[src/rtl/core/ttyld_pkg.sv]
// ----------------------------------------------------------------------------
// ttyld_pkg
// Shared constants, codes and control/status types for the terminal line
// discipline.
// ----------------------------------------------------------------------------
package ttyld_pkg;

  localparam int LINE_LEN_DEF = 32;

  localparam logic [7:0] BYTE_NL = 8'h0A;
  localparam logic [7:0] BYTE_CR = 8'h0D;

  typedef logic [1:0] kind_t;
  localparam kind_t KIND_LINE   = 2'd0;
  localparam kind_t KIND_RUBOUT = 2'd1;
  localparam kind_t KIND_READER = 2'd2;
  localparam kind_t KIND_SIGNAL = 2'd3;

  typedef logic [1:0] sig_t;
  localparam sig_t SIG_QUIT = 2'd0;
  localparam sig_t SIG_INTR = 2'd1;
  localparam sig_t SIG_SUSP = 2'd2;

  typedef logic [5:0] count_t;

  typedef logic [2:0] cfg_idx_t;
  localparam cfg_idx_t CFG_IO_FLAGS    = 3'd0;
  localparam cfg_idx_t CFG_LOCAL_FLAGS = 3'd1;
  localparam cfg_idx_t CFG_ERASE       = 3'd2;
  localparam cfg_idx_t CFG_KILL        = 3'd3;
  localparam cfg_idx_t CFG_EOL         = 3'd4;
  localparam cfg_idx_t CFG_INTR        = 3'd5;
  localparam cfg_idx_t CFG_QUIT        = 3'd6;
  localparam cfg_idx_t CFG_SUSP        = 3'd7;

  localparam logic [6:0] IO_FLAGS_RST    = 7'd18;
  localparam logic [5:0] LOCAL_FLAGS_RST = 6'd47;
  localparam logic [7:0] ERASE_RST       = 8'd8;
  localparam logic [7:0] KILL_RST        = 8'd1;
  localparam logic [7:0] EOL_RST         = 8'd2;
  localparam logic [7:0] INTR_RST        = 8'd3;
  localparam logic [7:0] QUIT_RST        = 8'd28;
  localparam logic [7:0] SUSP_RST        = 8'd26;

  // result source for the output register
  typedef logic [1:0] res_sel_t;
  localparam res_sel_t RES_ECHO   = 2'd0;
  localparam res_sel_t RES_FLUSH  = 2'd1;
  localparam res_sel_t RES_SIGNAL = 2'd2;
  localparam res_sel_t RES_READER = 2'd3;

  // line length update
  typedef logic [1:0] len_op_t;
  localparam len_op_t LEN_HOLD  = 2'd0;
  localparam len_op_t LEN_DEC   = 2'd1;
  localparam len_op_t LEN_CLR   = 2'd2;
  localparam len_op_t LEN_STORE = 2'd3;

  typedef struct packed {
    logic     take;
    logic     load;
    res_sel_t sel;
    logic     last;
    logic     idx_clr;
    logic     idx_inc;
    len_op_t  len_op;
  } cmd_t;

  typedef struct packed {
    logic tx;
    logic canon;
    logic ignore;
    logic echo_en;
    logic act_nleol;
    logic act_store;
    logic act_sig;
    logic act_erase;
    logic act_kill;
    logic full;
    logic out_free;
    logic idx_end;
  } stat_t;

endpackage

[src/rtl/core/ttyld_datapath.sv]
// ----------------------------------------------------------------------------
// ttyld_datapath
// Config registers, item registers, byte mapping and decode, line store,
// flush read pointer and the output register.
// ----------------------------------------------------------------------------
module ttyld_datapath #(
  parameter int LINE_LEN = ttyld_pkg::LINE_LEN_DEF
) (
  input  logic                clk,
  input  logic                rst,
  input  logic                cfg_write_en,
  input  ttyld_pkg::cfg_idx_t cfg_index,
  input  logic [7:0]          cfg_data,
  input  logic                command,
  input  logic [7:0]          data_byte,
  input  ttyld_pkg::cmd_t     cmd,
  output ttyld_pkg::stat_t    stat,
  input  logic                out_stall,
  output logic                out_valid,
  output ttyld_pkg::kind_t    kind,
  output logic [7:0]          out_byte,
  output ttyld_pkg::count_t   rubout_count,
  output ttyld_pkg::sig_t     signal_code,
  output logic                last
);

  localparam int LenW = $clog2(LINE_LEN + 1);
  localparam int IdxW = $clog2(LINE_LEN);

  logic [6:0] io_flags;
  logic [5:0] local_flags;
  logic [7:0] erase_char, kill_char, eol_char, intr_char, quit_char, susp_char;

  logic            item_tx;
  logic [7:0]      item_byte;
  logic [LenW-1:0] len;
  logic [IdxW-1:0] idx;
  logic [7:0]      mem [LINE_LEN];
  logic [7:0]      rd_data;

  logic [7:0]      in_map, in_byte, out_map, c;
  logic            erase_e, kill_k, echo_canon;
  logic            is_nleol, is_erase, is_kill, is_sig;
  ttyld_pkg::sig_t sig_code;

  always_ff @(posedge clk) begin
    if (rst) begin
      io_flags    <= ttyld_pkg::IO_FLAGS_RST;
      local_flags <= ttyld_pkg::LOCAL_FLAGS_RST;
      erase_char  <= ttyld_pkg::ERASE_RST;
      kill_char   <= ttyld_pkg::KILL_RST;
      eol_char    <= ttyld_pkg::EOL_RST;
      intr_char   <= ttyld_pkg::INTR_RST;
      quit_char   <= ttyld_pkg::QUIT_RST;
      susp_char   <= ttyld_pkg::SUSP_RST;
    end else if (cfg_write_en) begin
      unique case (cfg_index)
        ttyld_pkg::CFG_IO_FLAGS:    io_flags    <= cfg_data[6:0];
        ttyld_pkg::CFG_LOCAL_FLAGS: local_flags <= cfg_data[5:0];
        ttyld_pkg::CFG_ERASE:       erase_char  <= cfg_data;
        ttyld_pkg::CFG_KILL:        kill_char   <= cfg_data;
        ttyld_pkg::CFG_EOL:         eol_char    <= cfg_data;
        ttyld_pkg::CFG_INTR:        intr_char   <= cfg_data;
        ttyld_pkg::CFG_QUIT:        quit_char   <= cfg_data;
        ttyld_pkg::CFG_SUSP:        susp_char   <= cfg_data;
        default: ;
      endcase
    end
  end

  always_ff @(posedge clk) begin
    if (cmd.take) begin
      item_tx   <= command;
      item_byte <= data_byte;
    end
  end

  // mapping
  always_comb begin
    if (io_flags[0] && item_byte == ttyld_pkg::BYTE_NL) in_map = ttyld_pkg::BYTE_CR;
    else if (io_flags[1] && item_byte == ttyld_pkg::BYTE_CR) in_map = ttyld_pkg::BYTE_NL;
    else in_map = item_byte;
    in_byte = io_flags[3] ? {1'b0, in_map[6:0]} : in_map;

    out_map = item_byte;
    if (io_flags[4]) begin
      if (io_flags[5] && item_byte == ttyld_pkg::BYTE_NL) out_map = ttyld_pkg::BYTE_CR;
      else if (io_flags[6] && item_byte == ttyld_pkg::BYTE_CR) out_map = ttyld_pkg::BYTE_NL;
    end

    if (item_tx) c = out_map;
    else if (local_flags[0]) c = in_byte;
    else c = item_byte;
  end

  // canonical decode
  always_comb begin
    erase_e    = (in_byte == erase_char) && local_flags[2];
    kill_k     = (in_byte == kill_char) && local_flags[3];
    if (erase_e || kill_k) echo_canon = (len != '0);
    else echo_canon = local_flags[1] || (in_byte == ttyld_pkg::BYTE_NL && local_flags[4]);

    is_nleol = (in_byte == ttyld_pkg::BYTE_NL) || (in_byte == eol_char);
    is_erase = !is_nleol && (in_byte == erase_char);
    is_kill  = !is_nleol && !is_erase && (in_byte == kill_char);
    is_sig   = !is_nleol && !is_erase && !is_kill && local_flags[5] &&
               (in_byte == quit_char || in_byte == intr_char || in_byte == susp_char);
    if (in_byte == quit_char) sig_code = ttyld_pkg::SIG_QUIT;
    else if (in_byte == intr_char) sig_code = ttyld_pkg::SIG_INTR;
    else sig_code = ttyld_pkg::SIG_SUSP;
  end

  always_comb begin
    stat.tx        = item_tx;
    stat.canon     = local_flags[0];
    stat.ignore    = !item_tx && local_flags[0] && io_flags[2] &&
                     (in_map == ttyld_pkg::BYTE_CR);
    if (item_tx) stat.echo_en = 1'b1;
    else if (local_flags[0]) stat.echo_en = echo_canon;
    else stat.echo_en = local_flags[1];
    stat.act_nleol = is_nleol;
    stat.act_erase = is_erase;
    stat.act_kill  = is_kill;
    stat.act_sig   = is_sig;
    stat.act_store = !is_nleol && !is_erase && !is_kill && !is_sig;
    stat.full      = (len == LenW'(LINE_LEN));
    stat.out_free  = !out_valid || !out_stall;
    stat.idx_end   = (LenW'(idx) == LenW'(len - 1'b1));
  end

  // line store
  always_ff @(posedge clk) begin
    if (cmd.len_op == ttyld_pkg::LEN_STORE) mem[len[IdxW-1:0]] <= c;
    rd_data <= mem[idx];
  end

  always_ff @(posedge clk) begin
    if (cmd.idx_clr) idx <= '0;
    else if (cmd.idx_inc) idx <= idx + 1'b1;
  end

  always_ff @(posedge clk) begin
    if (rst) begin
      len <= '0;
    end else begin
      unique case (cmd.len_op)
        ttyld_pkg::LEN_HOLD:  len <= len;
        ttyld_pkg::LEN_DEC:   if (len != '0) len <= len - 1'b1;
        ttyld_pkg::LEN_CLR:   len <= '0;
        ttyld_pkg::LEN_STORE: len <= len + 1'b1;
        default: ;
      endcase
    end
  end

  // output register
  always_ff @(posedge clk) begin
    if (rst) begin
      out_valid <= 1'b0;
    end else if (cmd.load) begin
      out_valid <= 1'b1;
    end else if (!out_stall) begin
      out_valid <= 1'b0;
    end
  end

  always_ff @(posedge clk) begin
    if (cmd.load) begin
      last         <= cmd.last;
      out_byte     <= '0;
      rubout_count <= '0;
      signal_code  <= ttyld_pkg::SIG_QUIT;
      unique case (cmd.sel)
        ttyld_pkg::RES_ECHO: begin
          if (!item_tx && local_flags[0] && (erase_e || kill_k)) begin
            kind         <= ttyld_pkg::KIND_RUBOUT;
            rubout_count <= erase_e ? ttyld_pkg::count_t'(1) : ttyld_pkg::count_t'(len);
          end else begin
            kind     <= ttyld_pkg::KIND_LINE;
            out_byte <= c;
          end
        end
        ttyld_pkg::RES_FLUSH: begin
          kind     <= ttyld_pkg::KIND_READER;
          out_byte <= rd_data;
        end
        ttyld_pkg::RES_SIGNAL: begin
          kind        <= ttyld_pkg::KIND_SIGNAL;
          signal_code <= sig_code;
        end
        ttyld_pkg::RES_READER: begin
          kind     <= ttyld_pkg::KIND_READER;
          out_byte <= c;
        end
        default: ;
      endcase
    end
  end

endmodule

[src/rtl/core/ttyld_ctrl.sv]
// ----------------------------------------------------------------------------
// ttyld_ctrl
// Sequencer: takes one item, then steps through echo, line edit, flush,
// signal and reader phases, issuing one result per output transfer.
// ----------------------------------------------------------------------------
module ttyld_ctrl (
  input  logic             clk,
  input  logic             rst,
  input  logic             in_valid,
  output logic             in_stall,
  input  ttyld_pkg::stat_t stat,
  output ttyld_pkg::cmd_t  cmd
);

  localparam logic [3:0] S_IDLE     = 4'd0;
  localparam logic [3:0] S_DECODE   = 4'd1;
  localparam logic [3:0] S_ECHO     = 4'd2;
  localparam logic [3:0] S_ACT      = 4'd3;
  localparam logic [3:0] S_STORE    = 4'd4;
  localparam logic [3:0] S_PRE_RD   = 4'd5;
  localparam logic [3:0] S_PRE_OUT  = 4'd6;
  localparam logic [3:0] S_POST_RD  = 4'd7;
  localparam logic [3:0] S_POST_OUT = 4'd8;
  localparam logic [3:0] S_SIGNAL   = 4'd9;
  localparam logic [3:0] S_READER   = 4'd10;

  logic [3:0] state, state_next;
  logic       follows;

  assign in_stall = (state != S_IDLE);

  // does anything come after the echo result
  assign follows = !stat.tx && (!stat.canon || stat.act_nleol || stat.act_sig ||
                                (stat.act_store && stat.full));

  always_ff @(posedge clk) begin
    if (rst) state <= S_IDLE;
    else state <= state_next;
  end

  always_comb begin
    state_next = state;
    cmd        = '0;
    unique case (state)
      S_IDLE: begin
        if (in_valid) begin
          cmd.take   = 1'b1;
          state_next = S_DECODE;
        end
      end
      S_DECODE: begin
        if (stat.ignore) state_next = S_IDLE;
        else if (stat.echo_en) state_next = S_ECHO;
        else state_next = S_ACT;
      end
      S_ECHO: begin
        if (stat.out_free) begin
          cmd.load   = 1'b1;
          cmd.sel    = ttyld_pkg::RES_ECHO;
          cmd.last   = !follows;
          state_next = stat.tx ? S_IDLE : S_ACT;
        end
      end
      S_ACT: begin
        if (stat.tx) begin
          state_next = S_IDLE;
        end else if (!stat.canon) begin
          state_next = S_READER;
        end else if (stat.act_erase) begin
          cmd.len_op = ttyld_pkg::LEN_DEC;
          state_next = S_IDLE;
        end else if (stat.act_kill) begin
          cmd.len_op = ttyld_pkg::LEN_CLR;
          state_next = S_IDLE;
        end else if (stat.act_sig) begin
          state_next = S_SIGNAL;
        end else if (stat.full) begin
          cmd.idx_clr = 1'b1;
          state_next  = S_PRE_RD;
        end else begin
          state_next = S_STORE;
        end
      end
      S_STORE: begin
        cmd.len_op = ttyld_pkg::LEN_STORE;
        if (stat.act_nleol) begin
          cmd.idx_clr = 1'b1;
          state_next  = S_POST_RD;
        end else begin
          state_next = S_IDLE;
        end
      end
      S_PRE_RD: state_next = S_PRE_OUT;
      S_PRE_OUT: begin
        if (stat.out_free) begin
          cmd.load = 1'b1;
          cmd.sel  = ttyld_pkg::RES_FLUSH;
          cmd.last = stat.idx_end && !stat.act_nleol;
          if (stat.idx_end) begin
            cmd.len_op = ttyld_pkg::LEN_CLR;
            state_next = S_STORE;
          end else begin
            cmd.idx_inc = 1'b1;
            state_next  = S_PRE_RD;
          end
        end
      end
      S_POST_RD: state_next = S_POST_OUT;
      S_POST_OUT: begin
        if (stat.out_free) begin
          cmd.load = 1'b1;
          cmd.sel  = ttyld_pkg::RES_FLUSH;
          cmd.last = stat.idx_end;
          if (stat.idx_end) begin
            cmd.len_op = ttyld_pkg::LEN_CLR;
            state_next = S_IDLE;
          end else begin
            cmd.idx_inc = 1'b1;
            state_next  = S_POST_RD;
          end
        end
      end
      S_SIGNAL: begin
        if (stat.out_free) begin
          cmd.load   = 1'b1;
          cmd.sel    = ttyld_pkg::RES_SIGNAL;
          cmd.last   = 1'b1;
          state_next = S_IDLE;
        end
      end
      S_READER: begin
        if (stat.out_free) begin
          cmd.load   = 1'b1;
          cmd.sel    = ttyld_pkg::RES_READER;
          cmd.last   = 1'b1;
          state_next = S_IDLE;
        end
      end
      default: state_next = S_IDLE;
    endcase
  end

endmodule

[src/rtl/core/tty_canonical_line_discipline.sv]
// ----------------------------------------------------------------------------
// tty_canonical_line_discipline
// Each input transfer is taken into the item registers and decoded, and
// each result is registered. A stored byte sent on a line flush passes a
// read state and then an output state (store read port is registered, one
// byte per read cycle). in_stall stays high until the item is finished.
// Reset: config registers to defaults, line length zero; store not cleared.
// ----------------------------------------------------------------------------
module tty_canonical_line_discipline #(
  parameter int LINE_LEN = ttyld_pkg::LINE_LEN_DEF
) (
  input  logic                clk,
  input  logic                rst,
  input  logic                cfg_write_en,
  input  ttyld_pkg::cfg_idx_t cfg_index,
  input  logic [7:0]          cfg_data,
  input  logic                in_valid,
  output logic                in_stall,
  input  logic                command,
  input  logic [7:0]          data_byte,
  output logic                out_valid,
  input  logic                out_stall,
  output ttyld_pkg::kind_t    kind,
  output logic [7:0]          out_byte,
  output ttyld_pkg::count_t   rubout_count,
  output ttyld_pkg::sig_t     signal_code,
  output logic                last
);

  ttyld_pkg::cmd_t  cmd;
  ttyld_pkg::stat_t stat;

  ttyld_ctrl u_ctrl (
    .clk      (clk),
    .rst      (rst),
    .in_valid (in_valid),
    .in_stall (in_stall),
    .stat     (stat),
    .cmd      (cmd)
  );

  ttyld_datapath #(
    .LINE_LEN (LINE_LEN)
  ) u_datapath (
    .clk          (clk),
    .rst          (rst),
    .cfg_write_en (cfg_write_en),
    .cfg_index    (cfg_index),
    .cfg_data     (cfg_data),
    .command      (command),
    .data_byte    (data_byte),
    .cmd          (cmd),
    .stat         (stat),
    .out_stall    (out_stall),
    .out_valid    (out_valid),
    .kind         (kind),
    .out_byte     (out_byte),
    .rubout_count (rubout_count),
    .signal_code  (signal_code),
    .last         (last)
  );

endmodule

[config.mk]
export PLATFORM = sky130hd
export DESIGN_NAME = tty_canonical_line_discipline
export DESIGN_NICKNAME = d
export VERILOG_FILES = /design/src/rtl/core/ttyld_pkg.sv /design/src/rtl/core/ttyld_datapath.sv /design/src/rtl/core/ttyld_ctrl.sv /design/src/rtl/core/tty_canonical_line_discipline.sv
export SDC_FILE = /design/constraint.sdc
export NUM_CORES = 1
export LEC_CHECK = 0
export ABC_AREA = 1
export BUFFER_PORTS_ARGS = -buffer_cell sky130_fd_sc_hd__buf_2
export CAP_MARGIN = 40
export CORE_MARGIN = 2
export CORE_UTILIZATION = 45
export CTS_CLUSTER_DIAMETER = 120
export CTS_CLUSTER_SIZE = 12
export DETAILED_ROUTE_END_ITERATION = 10
export SYNTH_ARGS = -nofsm -noshare
export SYNTH_HDL_FRONTEND = slang
export SYNTH_HIERARCHICAL = 1
export SYNTH_SLANG_ARGS = --single-unit
[constraint.sdc]
create_clock -name clk -period 3.7 [get_ports clk]
set_input_delay 0.37 -clock clk [delete_from_list [all_inputs] [get_ports clk]]
set_output_delay 0.37 -clock clk [all_outputs]
set_load 0.02 [all_outputs]
* After elaboration in Yosys (flattened, before gate mapping)
Memories as Yosys holds them, arrays and structs flattened. A register that Yosys moved wholly into a read port is not among the register bits.
Index checks and enable logic that the tools add are counted.
** Operators by class
- Reductions and logical operators :: 61
- Add/subtract/negate cells :: 3
- Mux-type cells :: 66
- Bitwise logic cells :: 4
- Equal/unequal tests :: 42
** Operator list (count)
- $mux W8 :: 9
- $mux W4 :: 16
- $eq A8 B8 Y1 :: 6
- $pmux W4 S10 :: 1
- $eq A8 B4 Y1 const B :: 4
- $pmux W8 S3 :: 1
- $mux W1 :: 23
- $logic_and A1 B1 Y1 :: 21
- $pmux W4 S5 :: 1
- $reduce_and A2 Y1 :: 10
- $pmux W6 S3 :: 1
- $eq A4 B3 Y1 const B :: 4
- $mux W2 :: 7
- $eq A3 B3 Y1 const B :: 4
- $eq A4 B4 Y1 const B :: 3
- $pmux W2 S3 :: 2
- $logic_not A1 Y1 :: 9
- $logic_or A1 B1 Y1 :: 9
- $mux W3 :: 3
- $eq A2 B2 Y1 const B :: 4
- $eq A4 B2 Y1 const B :: 2
- $ne A2 B2 Y1 const B :: 4
- $reduce_or A2 Y1 :: 4
- $add A6 B1 Y6 const B :: 1
- other kinds (19) :: 27
** Word-level totals
- Logic and storage cells :: 197
- Flip-flop bits (word level) :: 105
- Memories :: 1
- Memory bits (writable) :: 256
** Memories
- u_datapath.mem :: depth 32, bits a word 8, read ports 1, clocked after memory_dff 1, wr ports 1, RTL line ttyld_datapath.sv:38 : logic [7:0] mem [LINE_LEN];

* Longest topological paths before layout
- Depth after elaboration :: 27
- Gate-level depth with buffers :: 24
- Gate-level depth less buffers :: 22

* Cells and area by module
The synthesis kept the hierarchy.
** Modules (own cells, without submodules)
- ttyld_datapath :: times used 1, cells each 1421, area each 15401.0 µm²
- ttyld_ctrl :: times used 1, cells each 105, area each 526.8 µm²

* Worst setup path after synthesis
OpenSTA, ideal clock, no wires.
- Path type :: register to register
- From :: register u_datapath.item_byte[5]
- To :: memory u_datapath.mem[28][0] (enable)
- Slack :: 0.317 ns
- Library setup time :: 0.370 ns
- Buffers on the path :: 2
- Data arrival time :: 3.013 ns
- Clock period less this slack :: 3.383 ns
- Cell stages (with the launch flop) :: 21
- Data required time :: 3.330 ns
- Cells stage by stage :: edfxtp_1 -> buf_6 -> clkinv_2 -> nand2_4 -> nor2_8 -> nand4_4 -> nand2_4 -> xor2_1 -> nor2_1 -> nand3_1 -> nand2_1 -> inv_1 -> nand2_1 -> nor2_1 -> buf_4 -> nand3b_1 -> o221ai_1 -> nand2_1 -> clkinv_1 -> nand2_1 -> nor2_1
** RTL lines
- from (decl) :: RTL line ttyld_datapath.sv:35 : logic [7:0] item_byte;
- from (signal assigned) :: RTL line ttyld_datapath.sv:74 : item_byte <= data_byte;
- to (decl) :: RTL line ttyld_datapath.sv:38

==> impl_metrics.toml <==
[grt]
first_global_vias = 11400
groute.usage.overall_pct = 24.3
grt_max_degree = 68
grt_pass1_wl_mm = 67.4
grt_overflow = 0
antenna_found_initial = 0

[route]
drt-initial-drc-count = 1121
viasPerCell = 5.62
drc = 0
vias = 11700
routed_wl_mm = 44.2
ant_nets = 0
first_pass_iters = 7
wl_per_cell_um = 21.3

[sta]
fin_tns_setup_ns = 0
worst_slew_pin_slew_ns = 0.860
hold_viol_final = 0
max_slew_margin_pct = 42.3
timing.hold.ws_ns = 0.0234
fmax_mhz = 297
setup_viol = 0
drv_slew = 0
rsz0062_at_grt = "no"
min_period_ns = 3.36
fin_worst_skew_ns = 0.0262
timing.final.crit_share_pct = 90.9
final.setup.worst_slack_ns = 0.336

[critical_path]
startpoint_type = "flop"
crit_fanout = 8
critical_path_class = "flop to flop"
crit_start = "u_datapath/item_byte[0]$_DFFE_PP_"
ff2ff_path_depth = 15
critPathCapture = "u_datapath/mem[15][4]$_DFFE_PP_"
arrival_ns = 3.57
reg2reg_from = "u_datapath/item_byte[0]$_DFFE_PP_"
r2r_slack_ns = 0.34
required_ns = 3.91
rr_endpoint = "u_datapath/mem[15][4]$_DFFE_PP_"
crit_path_end_kind = "flop"

[clocking]
cts.path.max_buffers = 3
clk_pin_slew_ns = 0.06
cts_tree = "yes"
clock-sinks = 369
clockRootBuffer = "clkbuf_16"
cts_max_level = 2
cts_made_buffers = 36
cts-hold-fix-buffers = 0
clock_latency_ns = 0.52

[pwr]
clkPwrFrac_pct = 34.5
seq_power_share_pct = 49.0
switching_power_w = 0.00279
switching_share_pct = 28.7
ir_drop_mv = 0.401
power.leakage_nw = 6.59
power.density_nw_per_um2 = 541
combPwrFrac_pct = 16.5
p_int_w = 0.00693

[floorplanning]
die_area_um2 = 36900
initial_utilization_pct = 45.9
die_h_um = 192
placementRows = 68
die_w_um = 192
num_io_pins = 46
core_um2 = 34700

[synthesis]
syn_area_um2 = 15900
synth-main-ff-cell = "edfxtp_1"
async_reset_ff_share_pct = 0
synth_xor_area_share_pct = 2.20
synth_top_cell_by_area = "edfxtp_1"
ys_ff_latch = 369
synthCells = 1526
synth_area_per_cell_um2 = 10.4
ys_seq_area_share_pct = 64.2
synthAdderAreaFrac_pct = 0.471
synth-edff-count = 284
syn_nets = 1557
synth_top_family_by_area = "simple AND/OR/NAND/NOR gates"
yosys-mux-area-fraction_pct = 0
synth_cell_types = 44
synth_warnings = 6
synth_compound_area_share_pct = 12.2
ys_top_cells_by_area = "edfxtp_1 (54%), dfxtp_1 (11%), nor2_1 (7.6%), o21ai_0 (6.3%), nand2_1 (3.5%)"
synth_top_area_share_pct = 53.5
synth_simple_gate_area_share_pct = 16.5

[flow_run]
cap_violations = 0

[hold_path]
hp-start = "data_byte[7]"
whs_path_depth = 1
hold_class = "primary input to flop"

[placement]
place_congestion = 0.946
place_ws_ns = 0.211
hpwl_mm = 28.6
numPortBuffers = 45

[final_layout]
final_nets = 1624
drive_above_1_share_pct = 12.8
finish.utilization_pct = 51.8
area_delta_synth_final_pct = 12.9
antenna_cells = 0

[outcome]
status = "finished clean"
[metal layers]
metal / wire length, um / vias to the layer above / part of all wire, % / global-route usage, %
li1: - / 5497 / - / -
met1: 19000 / 5606 / 43 / 32.9
met2: 21400 / 468 / 48 / 41.3
met3: 2600 / 82 / 5.9 / 2.72
met4: 1150 / 0 / 2.6 / 6.99
met5: 0 / - / 0 / 0
[worst max-delay path: stages, from the launching register on]
cell and delay (ns):
edfxtp_1 0.48, nor2_2 0.26, nand4_4 0.24, buf_4 0.21, nand3_1 0.07, nand2_1 0.06
nor2_1 0.20, nand3_1 0.16, nor2_1 0.18, nand2_1 0.06, o21ai_0 0.21, nand2_1 0.13
clkinv_1 0.14, nand2_1 0.16, nor2_1 0.25, buf_4 0.23
[cells in the final DEF (no fill, tap or decap), drive strengths merged, types with 45 or more instances in the layout]
cell type / count
o221ai: 45
clkbuf: 62
nand2: 163
nand3: 79
nor2: 328
o21ai: 202
buf: 111
inv: 82
dfxtp: 85
edfxtp: 284
[synth_stat cells, types with 8 or more instances]
master	n
a21oi_1	29
a31oi_1	12
clkbuf_1	64
dfxtp_1	85
edfxtp_1	284
inv_1	80
nand2_1	150
nand2_2	8
nand3_1	68
nand3_2	11
nor2_1	321
nor3_1	13
o21ai_0	201
o221ai_1	45
o22ai_1	23
xnor2_1	11
xor2_1	29
[cell type report]
class                      count  area [um2]
inverter                      92         349
sequential                   369       10200
fill                        3149       16700
clock inverter                 3        30.0
clock buffer                  62         998
tap                          455         569
multi-input combinational    983        5040
timing repair buffer         111         757
[power by group through the flow]
stage | sequential [W] | clock, W | combinational (W)
2_1_floorplan | 0.00483 | 0 | 0.000995
3_3_place_gp | 0.00485 | 0 | 0.00157
3_5_place_dp | 0.00484 | 0 | 0.00159
4_1_cts | 0.00476 | 0.00342 | 0.00159
5_1_grt | 0.00476 | 0.00356 | 0.00176
6_report | 0.00476 | 0.00336 | 0.00160
[registers in the layout, indices dropped and copies added, names as in the netlist]
name / flops
u_datapath/erase_char: 8
u_datapath/eol_char: 8
u_datapath/kill_char: 8
u_datapath/mem: 256
u_datapath/len: 6
u_datapath/signal_code: 2
u_datapath/susp_char: 8
u_datapath/item_tx: 1
u_datapath/out_byte: 8
u_datapath/io_flags: 7
u_datapath/quit_char: 8
u_datapath/rubout_count: 6
u_datapath/item_byte: 8
u_datapath/local_flags: 6
u_datapath/idx: 5
u_datapath/out_valid: 1
u_ctrl/state: 4
u_datapath/kind: 2
u_datapath/last: 1
u_datapath/intr_char: 8
u_datapath/rd_data: 8
[through the flow]
stage | instances | power [W] | area (um2)
3_3_place_gp | 2005 | 0.00642 | 16900
5_1_grt | 2075 | 0.0101 | 18000
6_report | 2075 | 0.00972 | 18000
2_1_floorplan | 1526 | 0.00582 | 15900
3_5_place_dp | 2008 | 0.00643 | 16900
4_1_cts | 2073 | 0.00976 | 17900
[worst min path at each step]
| stage | endpoint | slack, ns |
|---|---|---|
| after floorplan | u_datapath/local_flags[5]$_SDFFE_PP1P_ | 0.43 |
| after global placement | u_datapath/local_flags[5]$_SDFFE_PP1P_ | 0.44 |
| after detailed placement | u_datapath/local_flags[5]$_SDFFE_PP1P_ | 0.45 |
| after CTS | u_datapath/item_byte[7]$_DFFE_PP_ | 0.01 |
| after global routing | u_datapath/item_byte[1]$_DFFE_PP_ | 0.02 |
| final | u_datapath/item_byte[7]$_DFFE_PP_ | 0.02 |
[kinds of logic (layout without fill, tap and decap cells)]
family / Yosys count / after routing
xor+xnor: 40 / 40
fa+ha+maj: 6 / 6
compound gates: 332 / 332
buf+inv: 175 / 268
simple gates: 604 / 605
flops: 369 / 369
[repair_timing]
item                                    CTS  global route
resized for setup                         0             7
endpoints found under the setup margin    0           200
buffers inserted                          0             1
No activity file was read; power rests on OpenSTA's default activity.
